==> src/design/certainty_grid_update_core_macros.svh <==
// assertion macros for the certainty grid update core
// expects aclk and aresetn in the scope of each use
`ifndef CERTAINTY_GRID_UPDATE_CORE_MACROS_SVH
`define CERTAINTY_GRID_UPDATE_CORE_MACROS_SVH

// same-cycle implication, off while in reset
`define CGU_ASSERT_NOW(lbl, ante, cons, msg) \
    lbl: assert property (@(posedge aclk) disable iff (!aresetn) (ante) |-> (cons)) \
        else $error(msg);

// next-cycle implication, off while in reset
`define CGU_ASSERT_NEXT(lbl, ante, cons, msg) \
    lbl: assert property (@(posedge aclk) disable iff (!aresetn) (ante) |=> (cons)) \
        else $error(msg);

`endif

==> src/design/cgu_pkg.sv <==
// shared types, constants and trig table of the certainty grid update core
// no dependencies
package cgu_pkg;

    localparam int CGU_GRID_MAX   = 64;
    localparam int CGU_COUNT_BITS = 16;

    localparam int DIST_W    = 16;
    localparam int SIDE_CFG_W = 7;
    localparam int COORD_OUT_W = 6;
    localparam int COUNT_OUT_W = 16;
    localparam int BRG_W     = 9;
    localparam int TRIG_W    = 17;
    localparam int FRAC_BITS = 15;
    localparam int CFG_IDX_W = 1;
    localparam int CFG_DATA_W = 16;

    // register indexes of the configuration port
    localparam logic [CFG_IDX_W-1:0] CFG_CELL_SIZE = 1'd0;
    localparam logic [CFG_IDX_W-1:0] CFG_GRID_SIDE = 1'd1;

    localparam logic [DIST_W-1:0]     CELL_SIZE_RST = 16'd1;
    localparam logic [SIDE_CFG_W-1:0] GRID_SIDE_RST = 7'd63;

    localparam logic [BRG_W-1:0] DEG_QUARTER = 9'd90;
    localparam logic [BRG_W-1:0] DEG_HALF    = 9'd180;
    localparam logic [BRG_W-1:0] DEG_3QUART  = 9'd270;
    localparam logic [BRG_W-1:0] DEG_FULL    = 9'd360;

    // sine of 0..90 degrees, scale 2^15, round to nearest
    localparam logic signed [TRIG_W-1:0] SIN_Q [91] = '{
        17'sd0,     17'sd572,   17'sd1144,  17'sd1715,  17'sd2286,
        17'sd2856,  17'sd3425,  17'sd3993,  17'sd4560,  17'sd5126,
        17'sd5690,  17'sd6252,  17'sd6813,  17'sd7371,  17'sd7927,
        17'sd8481,  17'sd9032,  17'sd9580,  17'sd10126, 17'sd10668,
        17'sd11207, 17'sd11743, 17'sd12275, 17'sd12803, 17'sd13328,
        17'sd13848, 17'sd14365, 17'sd14876, 17'sd15384, 17'sd15886,
        17'sd16384, 17'sd16877, 17'sd17364, 17'sd17847, 17'sd18324,
        17'sd18795, 17'sd19261, 17'sd19720, 17'sd20174, 17'sd20622,
        17'sd21063, 17'sd21498, 17'sd21926, 17'sd22348, 17'sd22763,
        17'sd23170, 17'sd23571, 17'sd23965, 17'sd24351, 17'sd24730,
        17'sd25102, 17'sd25466, 17'sd25822, 17'sd26170, 17'sd26510,
        17'sd26842, 17'sd27166, 17'sd27482, 17'sd27789, 17'sd28088,
        17'sd28378, 17'sd28660, 17'sd28932, 17'sd29197, 17'sd29452,
        17'sd29698, 17'sd29935, 17'sd30163, 17'sd30382, 17'sd30592,
        17'sd30792, 17'sd30983, 17'sd31164, 17'sd31336, 17'sd31499,
        17'sd31651, 17'sd31795, 17'sd31928, 17'sd32052, 17'sd32166,
        17'sd32270, 17'sd32365, 17'sd32449, 17'sd32524, 17'sd32588,
        17'sd32643, 17'sd32688, 17'sd32723, 17'sd32748, 17'sd32763,
        17'sd32768
    };

    typedef struct packed {
        logic [COORD_OUT_W-1:0] robot_x;
        logic [COORD_OUT_W-1:0] robot_y;
        logic [DIST_W-1:0]      range_dist;
        logic [BRG_W-1:0]       bearing_deg;
    } in_word_t;

    typedef struct packed {
        logic                   in_grid;
        logic [COORD_OUT_W-1:0] hit_x;
        logic [COORD_OUT_W-1:0] hit_y;
        logic [COUNT_OUT_W-1:0] hit_count;
    } out_word_t;

    typedef struct packed {
        logic clear_step;
        logic load;
        logic div_step;
        logic mul;
        logic pos;
        logic addr;
        logic finish;
    } ctl_cmd_t;

    typedef struct packed {
        logic clear_last;
        logic div_last;
        logic out_busy;
    } ctl_sts_t;

    // sine of a bearing in 0..359
    function automatic logic signed [TRIG_W-1:0] sine_deg(input logic [BRG_W-1:0] d);
        logic [BRG_W-1:0] a;
        if (d <= DEG_QUARTER) begin
            return SIN_Q[d[6:0]];
        end else if (d <= DEG_HALF) begin
            a = DEG_HALF - d;
            return SIN_Q[a[6:0]];
        end else if (d <= DEG_3QUART) begin
            a = d - DEG_HALF;
            return -SIN_Q[a[6:0]];
        end else begin
            a = DEG_FULL - d;
            return -SIN_Q[a[6:0]];
        end
    endfunction

endpackage

==> src/design/cgu_ctrl.sv <==
// sequencer of the certainty grid update core: clear pass, divide, locate, update
// depends on cgu_pkg
module cgu_ctrl
    import cgu_pkg::*;
(
    input  logic     aclk,
    input  logic     aresetn,
    input  logic     s_valid,
    output logic     s_ready,
    input  ctl_sts_t sts,
    output ctl_cmd_t cmd
);

    typedef enum logic [7:0] {
        ST_CLEAR = 8'b0000_0001,
        ST_IDLE  = 8'b0000_0010,
        ST_DIV   = 8'b0000_0100,
        ST_MUL   = 8'b0000_1000,
        ST_POS   = 8'b0001_0000,
        ST_ADDR  = 8'b0010_0000,
        ST_READ  = 8'b0100_0000,
        ST_DONE  = 8'b1000_0000
    } state_t;

    state_t state_reg, state_next;

    always_comb begin
        state_next = state_reg;
        cmd        = '0;
        s_ready    = 1'b0;
        case (state_reg)
            ST_CLEAR: begin
                cmd.clear_step = 1'b1;
                if (sts.clear_last) begin
                    state_next = ST_IDLE;
                end
            end
            ST_IDLE: begin
                s_ready  = 1'b1;
                cmd.load = s_valid;
                if (s_valid) begin
                    state_next = ST_DIV;
                end
            end
            ST_DIV: begin
                cmd.div_step = 1'b1;
                if (sts.div_last) begin
                    state_next = ST_MUL;
                end
            end
            ST_MUL: begin
                cmd.mul    = 1'b1;
                state_next = ST_POS;
            end
            ST_POS: begin
                cmd.pos    = 1'b1;
                state_next = ST_ADDR;
            end
            ST_ADDR: begin
                cmd.addr   = 1'b1;
                state_next = ST_READ;
            end
            ST_READ: begin
                // ram read of the target cell in flight
                state_next = ST_DONE;
            end
            ST_DONE: begin
                // hold until the output register is free
                if (!sts.out_busy) begin
                    cmd.finish = 1'b1;
                    state_next = ST_IDLE;
                end
            end
            default: begin
                state_next = ST_IDLE;
            end
        endcase
    end

    always_ff @(posedge aclk) begin
        if (!aresetn) begin
            state_reg <= ST_CLEAR;
        end else begin
            state_reg <= state_next;
        end
    end

endmodule

==> config.mk <==
export PLATFORM = sky130hd
export DESIGN_NAME = cgu_ctrl
export DESIGN_NICKNAME = d
export VERILOG_FILES = /design/src/design/certainty_grid_update_core_macros.svh /design/src/design/cgu_pkg.sv /design/src/design/cgu_ctrl.sv
export SDC_FILE = /design/constraint.sdc
export NUM_CORES = 1
export LEC_CHECK = 0
export BUFFER_PORTS_ARGS = -buffer_cell sky130_fd_sc_hd__buf_4
export CAP_MARGIN = 40
export CORE_AREA = 2 2 39 41
export DETAILED_ROUTE_END_ITERATION = 8
export DIE_AREA = 0 0 41 43
export SYNTH_ARGS = -nofsm -noshare
export SYNTH_HDL_FRONTEND = slang
export SYNTH_SLANG_ARGS = --single-unit
==> constraint.sdc <==
create_clock -name aclk -period 2.3 [get_ports aclk]
set_input_delay 0.69 -clock aclk [delete_from_list [all_inputs] [get_ports aclk]]
set_output_delay 0.69 -clock aclk [all_outputs]
set_load 0.1 [all_outputs]
==> impl_metrics.env, run 1 <==
export IMPL_status="complete, but fails checks"
export IMPL_violations="setup timing"
export IMPL_reg2reg_from="state_reg[5]$_SDFFE_PN0P_"
export IMPL_post_drt_wl_per_cell_um=12.87
export IMPL_largest_register_ffs=8
export IMPL_fin_ws_ns=-0.1096
export IMPL_tritoncts="done"
export IMPL_cp_num_buf_inv=1
export IMPL_finClkSkew_ns=0.006002
export IMPL_worst_pin_slew_ns=0.4492
export IMPL_max_freq_mhz=415.0
export IMPL_coreArea_um2=1384
export IMPL_crit_family="simple AND/OR/NAND/NOR gates"
export IMPL_cts_hold_buf=0
export IMPL_wl_met3_um=44
export IMPL_grt_pass1_wl_mm=2.042
export IMPL_rows=14
export IMPL_numClockSinks=8
export IMPL_crit_cells=4
export IMPL_finalSetupTns_ns=-0.4050
export IMPL_grt_start_max_net_pins=8
export IMPL_drv_cap=0
export IMPL_crit_path_end_kind="output pin"
export IMPL_cts_buffers=3
export IMPL_dpl_instance_area_um2=745.7
export IMPL_m1WireLength_um=551
export IMPL_hold_class="reg -> reg"
export IMPL_synth_top_area_cell="dfxtp_1"
export IMPL_fin_area_um2=929.6
export IMPL_hold_viol=0
export IMPL_dieHeight_um=43
export IMPL_n_antenna_cell=0
export IMPL_synth_seq_cells=8
export IMPL_dp_hpwl_um=978.3
export IMPL_drt_iter0_drc=0
export IMPL_critical_path_max_stage_delay_ns=0.55
export IMPL_avgViaCountPerCell=5.214
export IMPL_antenna_found_initial=0
export IMPL_setup_viol=6
export IMPL_power_leakage_uw=0.0003584
export IMPL_die_w_um=41
export IMPL_synth_cell_types=29
export IMPL_fin_crit_sh_pct=104.8
export IMPL_min_from="state_reg[3]$_SDFFE_PN0P_"
export IMPL_fill_cells=122
export IMPL_final_nets=90
export IMPL_worstPathArrival_ns=1.72
export IMPL_top_layer="met4"
export IMPL_yosysSeqAreaShare_pct=29.98
export IMPL_crit_type="reg -> out"
export IMPL_drv_slew=0
export IMPL_avgSynthCellArea_um2=9.714
export IMPL_cts_root_buf="clkbuf_4"
export IMPL_drive_gt1_share_pct=62.20
export IMPL_min_to="state_reg[4]$_SDFFE_PN0P_"
export IMPL_ys_flop_type="dfxtp_1"
export IMPL_ctsLongestPathBuffers=2
export IMPL_first_pass_iters=1
export IMPL_synth_area_top_cells="dfxtp_1 30%, nor3b_1 7.0%, nor4_2 7.0%"
export IMPL_rsz0062_at_grt="yes"
export IMPL_slew_headroom_pct=69.94
export IMPL_routed_wl_mm=1.261
export IMPL_timing_rr_end="state_reg[1]$_SDFFE_PN0P_"
export IMPL_crit_fanout=4
export IMPL_ff2ff_path_depth=6
export IMPL_track_usage_pct=17.26
export IMPL_power_density_nw_per_um2=434.9
export IMPL_syn2layout_area_growth_pct=74.00
export IMPL_dr_wl_met2_um=657
export IMPL_gp_congestion=0.7662
export IMPL_r2r_slack_ns=0.63
export IMPL_clk_latency_ns=0.25
export IMPL_dieArea_um2=1763
export IMPL_start_util_pct=38.61
export IMPL_clkTransAtPathRegs_ns=0.05
export IMPL_yosysWarnings=0
export IMPL_first_global_vias=472
export IMPL_irDropWorstVdd_mv=0.4014
export IMPL_antenna_left=0
export IMPL_cp_cell_sequence="or4_4, nand2b_4, nor3b_4, buf_12"
export IMPL_postSynthCellCount=55
export IMPL_htree_levels=1
export IMPL_ioPinCount=14
export IMPL_start_kind="flop"
export IMPL_synth_top_area_share_pct=29.98
export IMPL_drc=0
export IMPL_whs_path_depth=2
export IMPL_post_route_min_period_ns=2.410
export IMPL_synth_edf_count=0
export IMPL_overflow=0
export IMPL_critPathRequiredTime_ns=1.61
export IMPL_cpMaxStageDelayCell="or4_4"
export IMPL_portBuffers=13
export IMPL_num_vias=511
export IMPL_netlist_area_um2=534.3
export IMPL_syn_nets=61
export IMPL_async_reset_ff_share_pct=0
[cells in the final DEF (no fill, tap or decap), drive strengths merged]
cell type,instances
a21boi,1
a21oi,1
and3,2
and4,1
buf,27
clkbuf,3
clkinvlp,1
dfxtp,8
inv,3
nand2,4
nand2b,2
nand3b,1
nand4,2
nand4bb,1
nor2,2
nor2b,2
nor3,3
nor3b,5
nor4,5
nor4b,1
o211ai,1
o22ai,1
o41ai,2
or4,1
xnor2,2
[per-layer routing]
layer	up-vias	global-route usage, %
li1	258	-
met1	241	22.22
met2	10	25.62
met3	2	4.712
met4	0	8.000
met5	-	0
[worst max-delay path by stage]
| stage | from | endpoint | slack (ns) |
|---|---|---|---|
| final | state_reg[7]$_SDFFE_PN0P_ | cmd[2] | -0.11 |
| after detailed placement | state_reg[7]$_SDFFE_PN0P_ | cmd[2] | 0.07 |
| after global routing | state_reg[4]$_SDFFE_PN0P_ | cmd[3] | -0.18 |
| after global placement | state_reg[7]$_SDFFE_PN0P_ | cmd[2] | 0.08 |
| after floorplan | state_reg[7]$_SDFFE_PN0P_ | cmd[2] | -0.32 |
| after CTS | state_reg[7]$_SDFFE_PN0P_ | cmd[2] | -0.12 |
[synth_stat cells, types with 2 or more instances]
| library cell | number |
|---|---|
| nor2_1 | 2 |
| dfxtp_1 | 8 |
| nor2b_1 | 2 |
| buf_2 | 2 |
| xnor2_1 | 2 |
| inv_1 | 4 |
| nor4_2 | 3 |
| nor3b_1 | 5 |
| nand2_1 | 4 |
| nor3_1 | 3 |
| and3_1 | 2 |
[final cells by class]
| class | instances | area, um^2 | area share [%] |
|---|---|---|---|
| multi-input cells | 40 | 425.4 | 45.76 |
| repair buffers | 27 | 276.5 | 29.74 |
| flip-flops and latches | 8 | 166.4 | 17.90 |
| clock buffers | 3 | 22.52 | 2.423 |
| well taps | 16 | 20.02 | 2.153 |
| inverters | 4 | 18.77 | 2.019 |
[per-stage QoR]
| step | instances | setup slack, ns | util [%] | power [uW] | hold slack, ns |
|---|---|---|---|---|---|
| after global placement | 86 | 0.07826 | 53.89 | 288.1 | 0.5792 |
| after detailed placement | 86 | 0.07210 | 53.89 | 288.4 | 0.5808 |
| after CTS | 89 | -0.1196 | 60.76 | 397.3 | 0.6107 |
| after global routing | 98 | -0.1789 | 67.18 | 423.6 | 0.6234 |
| final | 98 | -0.1096 | 67.18 | 404.3 | 0.5991 |
| after floorplan | 55 | -0.3168 | - | 254.8 | 0.5373 |
[worst min-delay path, cell delays in order (launching register included)]
cell,delay [ns]
dfxtp_1,0.36
inv_1,0.14
nor4_1,0.07
[what timing repair did]
action | 4_1_cts | 5_1_grt
pin swaps | 1 | 2
setup buffers | 0 | 9
setup endpoints to repair | 6 | 7
resized for setup | 17 | 6
gates cloned | 0 | 0
[power breakdown]
part	switching, uW	internal [uW]	total (uW)
registers	7.84	143	151
clock network	43.2	59.4	103
logic	90.0	60.6	151
[kinds of logic after synthesis]
| kind of cell | share of synthesized area, % |
|---|---|
| flops | 29.98 |
| buf+inv | 6.089 |
| simple gates | 49.88 |
| xor+xnor | 3.279 |
| compound gates | 10.77 |
(Power assumes the default switching activity.)
==> run 2: changes to the inputs <==
--- a/config.mk
+++ b/config.mk
@@ -7,9 +7,8 @@
 export LEC_CHECK = 0
 export BUFFER_PORTS_ARGS = -buffer_cell sky130_fd_sc_hd__buf_4
 export CAP_MARGIN = 40
-export CORE_AREA = 2 2 39 41
+export CORE_UTILIZATION = 40
 export DETAILED_ROUTE_END_ITERATION = 8
-export DIE_AREA = 0 0 41 43
 export SYNTH_ARGS = -nofsm -noshare
 export SYNTH_HDL_FRONTEND = slang
 export SYNTH_SLANG_ARGS = --single-unit
==> run 2 against run 1 <==
The run still ends with setup timing left. Core utilization rose by 8.7 points. Total power increased by 2.2%. Setup slack worse by 0.035 ns. Final cell count is 6.1% lower. Die area is 16% lower. Fmax down 1.4%. First-iteration DRC count increased by 14. Via count is the same. Combinational power about the same. Highest routed layer unchanged.
==> impl_metrics.env, run 2 (same netlist as run 1, synthesis figures left out) <==
export IMPL_status="complete, but fails checks"
export IMPL_violations="setup timing"
export IMPL_largest_register_ffs=8
export IMPL_drt_iter0_drc=14
export IMPL_use_met1_pct=26.52
export IMPL_ff2ff_path_depth=5
export IMPL_timing_rr_end="state_reg[1]$_SDFFE_PN0P_"
export IMPL_n_antenna_cell=0
export IMPL_tritoncts="done"
export IMPL_gp_congestion=0.7036
export IMPL_drv_cap=0
export IMPL_grt_pass1_wl_mm=1.994
export IMPL_power_density_nw_per_um2=465.2
export IMPL_cts_buffers=3
export IMPL_critPathRequiredTime_ns=1.61
export IMPL_mostFrequentLayoutCell="buf_4"
export IMPL_numClockSinks=8
export IMPL_startpoint="state_reg[6]$_SDFFE_PN0P_"
export IMPL_dieArea_um2=1486
export IMPL_htree_levels=1
export IMPL_drive_gt1_share_pct=65.38
export IMPL_overflow=0
export IMPL_fin_ws_ns=-0.1441
export IMPL_layout_common_cells="16 x buf_4, 5 x dfxtp_2, 4 x buf_12"
export IMPL_antenna_left=0
export IMPL_clk_latency_ns=0.26
export IMPL_first_global_vias=465
export IMPL_worst_pin_slew_ns=0.4188
export IMPL_drc=0
export IMPL_final_nets=86
export IMPL_reg2reg_from="state_reg[6]$_SDFFE_PN0P_"
export IMPL_power_leakage_uw=0.0003341
export IMPL_ioPinCount=14
export IMPL_grt_start_max_net_pins=7
export IMPL_cts_root_buf="clkbuf_4"
export IMPL_crit_type="reg -> out"
export IMPL_hold_class="reg -> reg"
export IMPL_die_w_um=38.55
export IMPL_rows=12
export IMPL_coreArea_um2=1171
export IMPL_ctsLongestPathBuffers=2
export IMPL_cts_hold_buf=0
export IMPL_cp_endpoint="cmd[2]"
export IMPL_syn2layout_area_growth_pct=66.28
export IMPL_setup_viol=4
export IMPL_irDropWorstVdd_mv=0.3059
export IMPL_post_route_min_period_ns=2.444
export IMPL_routed_wl_mm=1.340
export IMPL_r2r_slack_ns=0.68
export IMPL_fin_crit_sh_pct=106.3
export IMPL_dp_hpwl_um=943.5
export IMPL_busiest_layer="met2"
export IMPL_clkTransAtPathRegs_ns=0.06
export IMPL_antenna_found_initial=0
export IMPL_slew_headroom_pct=71.97
export IMPL_dieHeight_um=38.55
export IMPL_start_kind="flop"
export IMPL_fin_cells=92
export IMPL_avgViaCountPerCell=5.554
export IMPL_max_freq_mhz=409.2
export IMPL_finalSetupTns_ns=-0.4002
export IMPL_crit_path_end_kind="output pin"
export IMPL_hold_viol=0
export IMPL_portBuffers=13
export IMPL_crit_fanout=4
export IMPL_num_vias=511
export IMPL_track_usage_pct=20.07
export IMPL_dpl_cell_count=84
export IMPL_first_pass_iters=4
export IMPL_start_util_pct=45.62
export IMPL_drv_slew=0
export IMPL_post_drt_wl_per_cell_um=14.57
export IMPL_finClkSkew_ns=0.007654
export IMPL_worstPathArrival_ns=1.75
export IMPL_grtUsageMet2_pct=30.83
export IMPL_met3_usage_pct=6.977
export IMPL_rsz0062_at_grt="yes"
==> run 2: cell type report <==
| type | count | area (um^2) |
|---|---|---|
| multi-input combinational | 40 | 425.4 |
| fill | 82 | 282.8 |
| sequential | 8 | 166.4 |
| timing repair buffer | 23 | 237.7 |
| inverter | 4 | 18.77 |
| tap | 14 | 17.52 |
| clock buffer | 3 | 22.52 |
==> run 2: power breakdown <==
group,switching [uW],internal [uW]
logic,92.3,58.8
clock network,50.8,59.9
registers,7.06,144
==> run 2: per-layer routing <==
metal  routed length (um)  vias up
met2                  668       23
met3                   71        2
li1                     -      252
met4                   15        0
met1                  584      234
met5                    0        -
==> run 2: worst min-delay path by stage <==
stage,startpoint,to,slack (ns),cells after the start
final,state_reg[3]$_SDFFE_PN0P_,state_reg[4]$_SDFFE_PN0P_,0.57,2
after global routing,state_reg[3]$_SDFFE_PN0P_,state_reg[4]$_SDFFE_PN0P_,0.59,2
after CTS,state_reg[3]$_SDFFE_PN0P_,state_reg[4]$_SDFFE_PN0P_,0.61,2
after detailed placement,state_reg[3]$_SDFFE_PN0P_,state_reg[4]$_SDFFE_PN0P_,0.58,2
after global placement,state_reg[3]$_SDFFE_PN0P_,state_reg[4]$_SDFFE_PN0P_,0.58,2
after floorplan,state_reg[1]$_SDFFE_PN0P_,state_reg[0]$_SDFFE_PN1P_,0.54,1
==> run 2: critical path: stages (launching register included) <==
cell and delay (ns):
dfxtp_2 0.33, or4_4 0.54, nand2b_4 0.18, nor3b_4 0.24, buf_12 0.20
==> run 2: timing repair <==
action                                  4_1_cts  5_1_grt
endpoints found under the setup margin        8        8
cloned                                        0        0
endpoints found under the hold margin         0        0
setup buffers                                 3        2
gates resized for setup                      17        6
pin swaps                                     5        5
==> run 2: through the flow <==
stage          setup WS, ns  total power, uW  area [um^2]  util [%]  hold slack [ns]
3_3_place_gp        0.08102            288.2        743.2     63.46           0.5773
6_report            -0.1441            413.2        888.4     75.85           0.5750
3_5_place_dp        0.05930            288.9        743.2     63.46           0.5796
2_1_floorplan       -0.3168            254.8        614.3         -           0.5373
5_1_grt             -0.1938            431.8        888.4     75.85           0.5863
4_1_cts             -0.1344            406.5        859.6     73.40           0.6145
==> run 3: changes to the inputs <==
==> constraint.sdc (replaced) <==
create_clock -name aclk -period 2.5 [get_ports aclk]
set_input_delay 0.75 -clock aclk [delete_from_list [all_inputs] [get_ports aclk]]
set_output_delay 0.75 -clock aclk [all_outputs]
set_load 0.1 [all_outputs]
==> run 3 against run 2 <==
The flow now finishes without violations. Clock skew is 0.0016 ns higher. Routed wire length is 11% lower. Core utilization is 5.8 points lower. Critical path depth stayed put. Combinational power is 17% lower.
==> impl_metrics.env, run 3 (same netlist as run 1, synthesis figures left out) <==
export IMPL_status="completed"
export IMPL_layout_common_cells="16 x buf_4, 5 x dfxtp_1, 4 x nand2_1"
export IMPL_gp_congestion=0.7440
export IMPL_start_util_pct=45.62
export IMPL_portBuffers=13
export IMPL_dp_hpwl_um=907.5
export IMPL_hold_viol=0
export IMPL_ioPinCount=14
export IMPL_startpoint="state_reg[7]$_SDFFE_PN0P_"
export IMPL_avgViaCountPerCell=5.489
export IMPL_cp_endpoint="cmd[2]"
export IMPL_drive_gt1_share_pct=58.11
export IMPL_tritoncts="done"
export IMPL_fin_crit_sh_pct=98.66
export IMPL_final_nets=82
export IMPL_n_antenna_cell=0
export IMPL_post_drt_wl_per_cell_um=13.57
export IMPL_syn2layout_area_growth_pct=53.63
export IMPL_combPwrFrac_pct=34.3
export IMPL_rows=12
export IMPL_coreArea_um2=1171
export IMPL_slew_headroom_pct=76.09
export IMPL_post_route_min_period_ns=2.467
export IMPL_finClkSkew_ns=0.009292
export IMPL_reg2reg_from="state_reg[7]$_SDFFE_PN0P_"
export IMPL_worst_pin_slew_ns=0.3581
export IMPL_seqPwrFrac_pct=38.7
export IMPL_drv_cap=0
export IMPL_worstPathArrival_ns=1.72
export IMPL_overflow=0
export IMPL_fin_cells=88
export IMPL_track_usage_pct=20.10
export IMPL_switching_power_uw=130.8
export IMPL_num_vias=483
export IMPL_max_freq_mhz=405.4
export IMPL_start_kind="flop"
export IMPL_rsz0062_at_grt="yes"
export IMPL_grt_pass1_wl_mm=1.987
export IMPL_switching_share_pct=35.82
export IMPL_routed_wl_mm=1.194
export IMPL_first_global_vias=448
export IMPL_drt_iter0_drc=10
export IMPL_ctsLongestPathBuffers=2
export IMPL_crit_type="reg -> out"
export IMPL_critPathRequiredTime_ns=1.75
export IMPL_largest_register_ffs=8
export IMPL_cts_root_buf="clkbuf_4"
export IMPL_dieHeight_um=38.55
export IMPL_cp_cell_sequence="or4_4, nand2b_4, nor3b_4, buf_12"
export IMPL_crit_path_end_kind="output pin"
export IMPL_antenna_found_initial=0
export IMPL_final_core_util_pct=70.09
export IMPL_internal_power_uw=234.5
export IMPL_power_leakage_uw=0.0003052
export IMPL_grt_start_max_net_pins=8
export IMPL_r2r_slack_ns=0.87
export IMPL_irDropWorstVdd_mv=0.3167
export IMPL_first_pass_iters=3
export IMPL_setup_viol=0
export IMPL_antenna_left=0
export IMPL_cts_buffers=3
export IMPL_dpl_cell_count=81
export IMPL_hold_class="reg -> reg"
export IMPL_htree_levels=1
export IMPL_mostFrequentLayoutCell="buf_4"
export IMPL_critical_path_max_stage_delay_ns=0.55
export IMPL_finalSetupTns_ns=0
export IMPL_numClockSinks=8
export IMPL_total_power_uw=365.3
export IMPL_cpMaxStageDelayCell="or4_4"
export IMPL_clkTransAtPathRegs_ns=0.05
export IMPL_die_w_um=38.55
export IMPL_clkPwrFrac_pct=27.0
export IMPL_drv_slew=0
export IMPL_crit_fanout=3
export IMPL_timing_rr_end="state_reg[1]$_SDFFE_PN0P_"
export IMPL_power_density_nw_per_um2=445.1
export IMPL_ff2ff_path_depth=5
export IMPL_drc=0
export IMPL_dieArea_um2=1486
export IMPL_clk_latency_ns=0.26
==> run 3: cell types whose count changed in the layout (fill, tap and decap cells not counted) <==
cell and change:
dfxtp_1 +2, nand2_2 -2, dfxtp_4 +1, buf_12 -2, buf_6 -2, dfxtp_2 -3
nand2_1 +2
==> run 3: worst min-delay path by stage <==
stage,from,endpoint,slack [ns],cells past startpoint
2_1_floorplan,state_reg[1]$_SDFFE_PN0P_,state_reg[0]$_SDFFE_PN1P_,0.52,1
3_3_place_gp,state_reg[1]$_SDFFE_PN0P_,state_reg[0]$_SDFFE_PN1P_,0.56,1
3_5_place_dp,state_reg[1]$_SDFFE_PN0P_,state_reg[0]$_SDFFE_PN1P_,0.56,1
4_1_cts,state_reg[1]$_SDFFE_PN0P_,state_reg[0]$_SDFFE_PN1P_,0.58,1
5_1_grt,state_reg[1]$_SDFFE_PN0P_,state_reg[0]$_SDFFE_PN1P_,0.62,2
6_report,state_reg[7]$_SDFFE_PN0P_,state_reg[7]$_SDFFE_PN0P_,0.59,3
==> run 3: power by group through the flow <==
stage | clock network [uW] | registers [uW] | logic, uW
after floorplan | 0 | 143 | 88.4
after global placement | 0 | 145 | 110
after detailed placement | 0 | 145 | 110
after CTS | 102 | 143 | 115
after global routing | 108 | 142 | 132
final | 98.6 | 141 | 125
==> run 3: stage by stage <==
stage          hold slack, ns  area [um^2]  setup slack [ns]
3_5_place_dp           0.5578        711.9            0.1929
5_1_grt                0.6239        820.8          -0.02539
2_1_floorplan          0.5168        599.3           -0.1567
6_report               0.5934        820.8           0.03342
4_1_cts                0.5826        788.3          0.003003
3_3_place_gp           0.5550        711.9            0.2003
==> run 3: routing by layer <==
metal / up-vias / track usage [%] / wire length [um]
li1: 243 / - / -
met5: - / 0 / 0
met3: 0 / 8.721 / 57
met4: 0 / 2.586 / 0
met2: 11 / 31.25 / 570
met1: 229 / 26.15 / 566
==> run 3: what timing repair did <==
item,in CTS,in global routing
pin swaps,0,2
setup buffers,1,3
hold buffers,0,0
setup endpoints to repair,5,6
resized for setup,9,4
==> run 3: worst max-delay path: cells and delay by family (launching register included) <==
kind                   cells  cell delay, ns
DFF                        1            0.32
buffers and inverters      1            0.20
and+or+nand+nor            3            0.95
==> run 3: area by class of cell <==
type	count	area, um^2
Tap cell	14	17.52
Clock buffer	3	22.52
Multi-Input combinational cell	40	420.4
Timing Repair Buffer	19	175.2
Fill cell	97	350.3
Inverter	4	18.77
Sequential cell	8	166.4
